===== config.mk =====
export PLATFORM = sky130hd
export DESIGN_NAME = vid_front
export DESIGN_NICKNAME = d
export VERILOG_FILES = /design/src/rtl/core/vid_pkg.sv /design/src/rtl/core/vid_front.sv
export SDC_FILE = /design/constraint.sdc
export NUM_CORES = 1
export LEC_CHECK = 0
export BUFFER_PORTS_ARGS = -buffer_cell sky130_fd_sc_hd__buf_4
export CORE_AREA = 2 2 93 95
export DETAILED_ROUTE_END_ITERATION = 8
export DIE_AREA = 0 0 95 97
export HOLD_SLACK_MARGIN = 0.05
export PLACE_DENSITY_LB_ADDON = 0.3
export SETUP_SLACK_MARGIN = 0.3
export SLEW_MARGIN = 20
export SYNTH_ARGS = -nofsm -noshare
export SYNTH_HDL_FRONTEND = slang
export SYNTH_SLANG_ARGS = --single-unit

===== constraint.sdc =====
create_clock -name i_clk -period 2.2 [get_ports i_clk]
set_input_delay 0.11 -clock i_clk [delete_from_list [all_inputs] [get_ports i_clk]]
set_output_delay 0.11 -clock i_clk [all_outputs]
set_load 0.05 [all_outputs]

===== src/rtl/core/vid_pkg.sv =====
// Shared constants and types for the vertex index dedup block.
package vid_pkg;
    localparam int POS_COUNT_DEF   = 4096;
    localparam int EXTRA_COUNT_DEF = 4096;
    localparam int POS_W    = 13;
    localparam int ATTR_W   = 16;
    localparam int PACKED_W = 13;
    localparam int STATUS_W = 2;

    localparam logic [STATUS_W-1:0] ST_OK      = 2'd0;
    localparam logic [STATUS_W-1:0] ST_FULL    = 2'd1;
    localparam logic [STATUS_W-1:0] ST_BAD_POS = 2'd2;

    localparam logic CFG_HAS_TEX    = 1'b0;
    localparam logic CFG_HAS_NORMAL = 1'b1;

    // Request handed from the front part to the back part.
    typedef struct packed {
        logic              bad;
        logic [POS_W-1:0]  pos;
        logic [ATTR_W-1:0] tex;
        logic [ATTR_W-1:0] nrm;
    } t_req;

    // Result handed back out.
    typedef struct packed {
        logic [PACKED_W-1:0] packed_index;
        logic                is_new;
        logic [STATUS_W-1:0] status;
    } t_res;
endpackage


===== src/rtl/core/vid_front.sv =====
// Front part: range check of the position and a two-entry request queue.
module vid_front #(
    parameter int POS_COUNT = vid_pkg::POS_COUNT_DEF
) (
    input  logic                       i_clk,
    input  logic                       i_rst_n,
    input  logic                       i_valid,
    output logic                       o_stall,
    input  logic [vid_pkg::POS_W-1:0]  i_pos_index,
    input  logic [vid_pkg::ATTR_W-1:0] i_tex_index,
    input  logic [vid_pkg::ATTR_W-1:0] i_norm_index,
    output logic                       o_req_valid,
    output vid_pkg::t_req              o_req,
    input  logic                       i_req_take
);
    vid_pkg::t_req r_q [2];
    logic          r_wp, r_rp;
    logic [1:0]    r_cnt;
    logic          push, pop;
    vid_pkg::t_req req_in;

    // Classify the incoming request
    always_comb begin
        req_in.bad = (i_pos_index == '0) ||
                     ({19'd0, i_pos_index} > 32'(POS_COUNT));
        req_in.pos = i_pos_index - vid_pkg::POS_W'(1);
        req_in.tex = i_tex_index;
        req_in.nrm = i_norm_index;
    end

    assign o_stall     = (r_cnt == 2'd2);
    assign push        = i_valid && !o_stall;
    assign pop         = i_req_take && (r_cnt != 2'd0);
    assign o_req_valid = (r_cnt != 2'd0);
    assign o_req       = r_q[r_rp];

    // Store payload
    always_ff @(posedge i_clk) begin
        if (push) r_q[r_wp] <= req_in;
    end

    // Advance pointers
    always_ff @(posedge i_clk) begin
        if (!i_rst_n) begin
            r_wp <= 1'b0; r_rp <= 1'b0; r_cnt <= 2'd0;
        end else begin
            if (push) r_wp <= ~r_wp;
            if (pop)  r_rp <= ~r_rp;
            r_cnt <= r_cnt + {1'b0, push} - {1'b0, pop};
        end
    end
endmodule


# Word level (Yosys, flattened, before mapping)
# Memory sizes are Yosys's and may differ from the RTL's. A register that Yosys moved wholly into a read port is not among the register bits.
# Cells that the tools add are included.
# totals
ff_bits,4
ram_bits,92
input_bits,49
out_inout_bits,48
wordCells,21
n_memories,1
# mem_list
name,depth,width,rd,rd_clocked_by_memory_dff,wr,line_no,rtl
r_q,2,46,1,1,1,vid_front.sv:16,vid_pkg::t_req r_q [2];
# classes
add_sub_neg,3
order_cmp,1
eq_ne,1
muxes,4
bitwise_logic,2
reduce_logical,6
# ops
operator,n
"> comparator 13 bit, second input constant",1
logical NOT 13 bit,1
"subtractor 13 x 1 -> 13 bit, second input constant",1
two-way mux 1 bit,4
adder 2 x 1 -> 2 bit,1
"== test 2 bit, second input constant",1
logical AND 1 bit,2
NOT 1 bit,2
nonzero test 2 bit,1
subtractor 2 x 1 -> 2 bit,1
logical NOT 1 bit,1
logical OR 1 bit,1

# Depth between registers and ports, before layout
# Gate-level depths: netlist of the first run.
# depth
depth_word,5
mapped_depth,8
mapped_depth_nobuf,8

# Worst setup path before layout of the first run
# Ideal clock, no wire load.
# synth_timing
path_kind,reg-to-reg
start,register r_cnt[0]
end,memory r_q[0][0] (netlist bit) (enable)
arrival_time_ps,1991
slack_ps,-191
stages_incl_launch_ff,5
path_cell_list,dfxtp_1 > nand2b_1 > inv_1 > or3_1 > inv_1
# synth_via
elab_chain_len,5
# synth_rtl
element,line_no,rtl
from (decl),vid_front.sv:18,logic [1:0] r_cnt;
from (signal assigned),vid_front.sv:49,"r_cnt <= r_cnt + {1'b0, push} - {1'b0, pop};"
== test 2 bit,vid_front.sv:31,assign o_stall = (r_cnt == 2'd2);
net o_stall,vid_front.sv:8,"output logic o_stall,"
logical NOT 1 bit,vid_front.sv:32,assign push = i_valid && !o_stall;
logical AND 1 bit,vid_front.sv:32,
two-way mux 1 bit,vid_front.sv:39,if (push) r_q[r_wp] <= req_in;
two-way mux 1 bit (not written as such),vid_front.sv:39,
to (decl),vid_front.sv:16,
# The timed path passes the listed nets, and every way through them passes these cells.

==> results of run 1 <==
-- stage by stage --
stage | power, W | hold WS [ps] | instances | instance area (um^2)
global placement | 0.00512 | 297 | 404 | 4710
global route | 0.00661 | 68.1 | 453 | 5250
finish | 0.00630 | 85.9 | 453 | 5250
CTS | 0.00638 | 61.4 | 453 | 5250
floorplan | 0.00435 | 209 | 204 | 3810
detailed placement | 0.00515 | 300 | 404 | 4710
-- placed cells by master (no fill, tap or decap), types with 2 or more instances in the layout --
master         instances
buf_4                 97
edfxtp_1              92
mux2_2                42
dlygate4sd3_1         33
clkbuf_8               9
xor2_1                 8
xnor2_1                6
inv_1                  6
nor2_1                 5
nand2_1                4
nor3_1                 4
mux2_1                 4
clkinvlp_4             3
ha_1                   3
inv_6                  3
buf_12                 3
dfxtp_1                3
and2_1                 2
-- routing by layer --
metal / track usage [%] / up-vias
li1: - / 1054
met1: 18.1 / 1046
met2: 25.4 / 72
met3: 5.06 / 4
met4: 4.57 / 0
met5: 0 / -
-- registers in the layout, indices dropped and copies added (netlist names), named ones only --
signal / flops
r_q: 92
r_wp: 1
r_rp: 1
r_cnt: 2
-- worst max-delay path: stages (launching register included) --
cell	delay, ps
dfxtp_4	500
buf_12	240
mux2_2	380
buf_4	190
-- area by class of cell --
cell class / count / area (um^2)
clock buffer: 9 / 124
inverter: 8 / 37.5
tap: 105 / 131
multi-input combinational: 94 / 890
sequential: 97 / 2870
clock inverter: 7 / 83.8
fill: 597 / 2880
timing repair buffer: 133 / 1120
-- logic make-up (layout without fill, tap and decap cells) --
| logic type | count (synthesis) | in the layout | synth area share, % |
|---|---|---|---|
| flip-flops | 97 | 97 | 75.5 |
| multiplexers | 46 | 46 | 13.7 |
| AO/OA/AOI/OAI | 3 | 3 | 0.462 |
| buffers and inverters | 13 | 157 | 1.42 |
| AND/OR/NAND/NOR | 28 | 28 | 4.75 |
| adder cells (fa/ha/maj) | 3 | 3 | 0.990 |
| XOR/XNOR | 14 | 14 | 3.23 |
-- worst max path at each step --
stage                        start    endpoint  slack [ps]  depth (start not counted)
detailed placement        r_cnt[0]  r_q[0][15]         570                          5
global route             flip-flop   o_req[34]         350                          3
global placement    i_pos_index[5]  r_q[0][43]         590                          4
CTS                      flip-flop   o_req[34]         380                          3
finish                   flip-flop   o_req[45]         420                          3
floorplan                 r_cnt[0]   r_q[0][0]         170                          4
-- timing repair --
action | 4_1_cts | 5_1_grt
hold buffers | 33 | 0
hold endpoints to repair | 67 | 0
resized for setup | 1 | 0
endpoints found under the setup margin | 32 | 0
-- report_power, final --
part / switching [W] / total, W / internal [W]
Sequential: 0.000117 / 0.00248 / 0.00236
Combinational: 0.00171 / 0.00266 / 0.000941
Clock: 0.000624 / 0.00117 / 0.000548
==> metrics.cfg, run 1 <==
[floorplanning]
start_util_pct=46.6
core_um2=8130
fp.dieH_um=97
rows=33
io_pins=97
die_area_um2=9220
die_w_um=95

[synth]
avgSynthCellArea_um2=18.6
yosysWarnings=0
yosys.area.top_type=edfxtp_1
postSynthCellCount=204
synthArstFlopShare_pct=0
synth_area_leaders=edfxtp_1 (73%), mux2_2 (12%), dfxtp_1 (2.6%), xor2_1 (1.8%), xnor2_1 (1.4%)
ys_seq_elements=97
synth_most_common_cell=edfxtp_1
synth_flop_cell=edfxtp_1
synth_top_area_share_pct=72.8
synth-seq-area-share_pct=75.5
synth_area_um2=3790
syn_nets=256
synthTopCellsByCount=edfxtp_1 (92), mux2_2 (42), inv_1 (8), xor2_1 (8), xnor2_1 (6)
ys_types=29
synth_edf_count=92

[clocking]
postCtsSetupBuffers=0
cts_tree=done
cts_sinks=97
htree_levels=3
clk_pin_slew_worst_paths_ps=90
clk_latency_ps=340
cts_buffers=9
clock-root-buffer=clkbuf_8
cts_max_path_buffers=2

[critical_path]
reg2reg_setup_slack_ps=580
reg2reg_to=r_q[0][3]
crit_path_max_fanout=32
path_class=flip-flop to output port
arrival_ps=1670
endpoint_kind=output port
start_kind=flip-flop
reg2reg_depth=5
regToRegStartpoint=r_cnt[0]
cp.required_ps=2090

[placement]
finalWeightedCongestion=0.736
portBuffers=96
dp_hpwl_um=4390
pre_cts_slack_ps=570

[route]
viasPerCell=4.80
drt_pass1_iterations=4
drc=0
m1WireLength_um=2810
wl_per_cell_um=15.0
dr_wl_met2_um=3430
routed-wl-met3_um=506
top_signal_layer_used=met4
first_iter_violations=48
vias=2176
drt_wl_total_um=6790
final_antenna_net_count=0

[timing]
fin_crit_sh_pct=80.8
skew_ps=8.69
fin_crit_ps=1780
hold_viol_final=0
max_freq_mhz=563
worst_slew_pin_slew_ps=433
slew_headroom_pct=70.9
fin_ws_ps=423
fin_tns_setup_ps=0
maxSlewViolCount=0
setup_viol=0
rsz0062_at_grt=false

[finish]
syn_to_final_growth_pct=38.5
finalCoreUtilization_pct=64.6
final_nets=395
drive_above_1_share_pct=48.6
antenna_cells=0

[hold_path]
min_to=r_q[1][42]
hp-start=i_pos_index[10]
hp-class=primary input to flip-flop
hold_depth=2

[global_routing]
grt_overflow_total=0
grt_max_degree=33
grt_pass1_wl_um=10400
grt_pass1_vias=2272
antenna_found_initial=0
grt_usage_pct=15.0

[power]
vdd_drop_max_mv=0.626
cellLeakagePower_nw=1.98
powerDensity_nw_per_um2=1200

[run]
cap_violations=0

[outcome]
status=complete, no violations

Note: power is estimated with default switching activity, not from simulation.
==> inputs of run 2 (changes only) <==
- clock period: 2.2 -> 1.51 ns (I/O delays scaled with it)
==> metrics.cfg, run 2 (synthesis results as in run 1) <==
[outcome]
status=complete, but fails checks  ; was complete, no violations
violations=setup timing

[critical_path]
slowest_delay_ps=380  ; was 500 ps
path_cells=nand2b_4, clkinvlp_4, or3_4, clkinvlp_4, buf_4, buf_12  ; was buf_12, mux2_2, buf_4
path_class=flip-flop to flip-flop  ; was flip-flop to output port
crit_slowest_cell=dfxtp_2  ; was dfxtp_4
startpoint=r_cnt[0]
crit_path_max_fanout=10  ; was 32
reg2reg_to=r_q[0][0]  ; was r_q[0][3]
reg2reg_depth=6  ; was 5
start_kind=flip-flop  ; unchanged
endpoint_kind=flip-flop  ; was output port
crit_top_cell=clkinvlp_4
arrival_ps=1720  ; was 1670 ps
reg2reg_setup_slack_ps=-140  ; was 580 ps
regToRegStartpoint=r_cnt[0]  ; unchanged
cp.required_ps=1570  ; was 2090 ps

[clocking]
clk_pin_slew_worst_paths_ps=90  ; about the same
cts_buffers=9  ; unchanged
cts_tree=done  ; unchanged
htree_levels=3  ; unchanged
clk_latency_ps=350  ; was 340 ps
clock-root-buffer=clkbuf_8  ; unchanged
cts_max_path_buffers=2  ; unchanged
cts_sinks=97  ; unchanged

[power]
powerDensity_nw_per_um2=1780  ; was 1200 nW/um^2
combPwrFrac_pct=50.5  ; was 42.1%
netSwitchingFraction_pct=36.4  ; was 39.0%
vdd_drop_max_mv=0.911  ; was 0.626 mV
seq_power_share_pct=33.0  ; was 39.3%
internal_power_w=0.00705  ; was 0.00385 W
cellLeakagePower_nw=2.48  ; was 1.98 nW
p_clk_share_pct=16.5  ; was 18.6%
switching_power_w=0.00403  ; was 0.00246 W

[timing]
fin_ws_ps=-144  ; was 423 ps
skew_ps=12.1  ; was 8.69 ps
rsz0062_at_grt=true  ; was false
hold_viol_final=0  ; unchanged
maxSlewViolCount=0  ; unchanged
fin_crit_sh_pct=110
worst_slew_pin_slew_ps=389  ; was 433 ps
slew_headroom_pct=73.9  ; was 70.9%
fin_crit_ps=1650
fin_tns_setup_ps=-8040  ; was 0 ps
setup_viol=93  ; was 0
max_freq_mhz=605

[hold_path]
min_to=r_q[1][43]  ; was r_q[1][42]
hp-class=primary input to flip-flop  ; unchanged
hold_depth=2  ; unchanged
hp-start=i_pos_index[11]  ; was i_pos_index[10]

[finish]
largest_reg_flops=92  ; unchanged
layout_common_cells=edfxtp_1 (92), buf_4 (64), mux2_4 (46)  ; was buf_4 (97), edfxtp_1 (92), mux2_2 (42)
drive_above_1_share_pct=55.9  ; was 48.6%
top_register=r_q  ; unchanged
largestRegisters=r_q (92), r_cnt (2)  ; unchanged
antenna_cells=0  ; unchanged
n_fill_cell=467  ; was 597
stdcell_count=488  ; was 453
layout_commonest_cell=edfxtp_1  ; was buf_4
final_nets=430  ; was 395
syn_to_final_growth_pct=64.4  ; was 38.5%

[route]
m1WireLength_um=3460  ; was 2810 um
drt_pass1_iterations=4  ; unchanged
vias=2404  ; was 2176
final_antenna_net_count=0  ; unchanged
drt_wl_total_um=9170  ; was 6790 um
first_iter_violations=64  ; was 48
dr_wl_met2_um=5020  ; was 3430 um
viasPerCell=4.93  ; was 4.80
routed-wl-met3_um=529  ; was 506 um
top_signal_layer_used=met4  ; unchanged
wl_per_cell_um=18.8  ; was 15.0 um
drc=0  ; unchanged

[global_routing]
grt_usage_pct=18.1  ; was 15.0%
grt_pass1_wl_um=12300  ; was 10400 um
grt_overflow_total=0  ; unchanged
grt_max_degree=27  ; was 33
grt_pass1_vias=2501  ; was 2272
antenna_found_initial=0  ; unchanged

[placement]
placedCellCount=418  ; was 404
portBuffers=96  ; unchanged
dp_hpwl_um=4930  ; was 4390 um
pre_cts_slack_ps=-63.0  ; was 570 ps
finalWeightedCongestion=0.767  ; was 0.736

[floorplanning]
start_util_pct=46.6  ; unchanged
fp.dieH_um=97  ; unchanged
io_pins=97  ; unchanged
die_area_um2=9220  ; unchanged
die_w_um=95  ; unchanged
rows=33  ; unchanged
core_um2=8130  ; unchanged

[run]
cap_violations=0  ; unchanged

==> run 2: metal layers <==
metal / track usage (%) / vias up
met5: 0 / -
li1: - / 1126
met2: 33.0 / 86
met1: 19.7 / 1179
met4: 7.25 / 0
met3: 4.67 / 13
==> run 2: worst max-delay path: cells and delay by family (launching register included) <==
family / cells / cell delay [ps]
buffers and inverters: 4 / 480
DFF: 1 / 380
and+or+nand+nor: 2 / 520
==> run 2: worst max path at each step <==
| stage | to | slack [ps] | cells after the start |
|---|---|---|---|
| global route | r_q[0][1] | -200 | 6 |
| global placement | r_q[0][43] | -20 | 4 |
| CTS | r_q[0][26] | -80 | 5 |
| finish | r_q[0][0] | -140 | 6 |
| detailed placement | r_q[0][32] | -60 | 5 |
| floorplan | r_q[0][0] | -480 | 4 |
==> run 2: power by group through the flow <==
| stage | registers [W] | clock network, W | logic (W) |
|---|---|---|---|
| after detailed placement | 0.00369 | 0 | 0.00426 |
| final | 0.00365 | 0.00183 | 0.00559 |
| after floorplan | 0.00359 | 0 | 0.00312 |
| after CTS | 0.00360 | 0.00187 | 0.00499 |
| after global placement | 0.00366 | 0 | 0.00422 |
| after global routing | 0.00369 | 0.00199 | 0.00582 |
==> run 2: final cells by class <==
| cell class | instances | area (um^2) | share of cell area (%) |
|---|---|---|---|
| multi-input combinational | 94 | 1130 | 18.1 |
| sequential | 97 | 2870 | 46.0 |
| inverter | 8 | 37.5 | 0.602 |
| tap | 105 | 131 | 2.11 |
| timing repair buffer | 168 | 1840 | 29.6 |
| clock buffer | 12 | 145 | 2.33 |
| clock inverter | 4 | 77.6 | 1.24 |
==> run 2: timing repair <==
| item | CTS | global route |
|---|---|---|
| buffers inserted | 3 | 5 |
| pin swaps | 1 | 7 |
| hold buffers | 36 | 0 |
| gates resized for setup | 66 | 28 |
| setup endpoints to repair | 142 | 145 |
| hold endpoints to repair | 76 | 0 |
| gates cloned | 2 | 8 |
==> run 2: stage by stage <==
stage               utilization [%]  area, um^2  power, W  hold WS, ps
CTS                            72.7        5920    0.0105         59.4
global route                   76.7        6240    0.0115         85.9
finish                         76.7        6240    0.0111         78.1
floorplan                         -        4000   0.00671          174
detailed placement             61.6        5010   0.00796          265
global placement               61.6        5010   0.00788          260
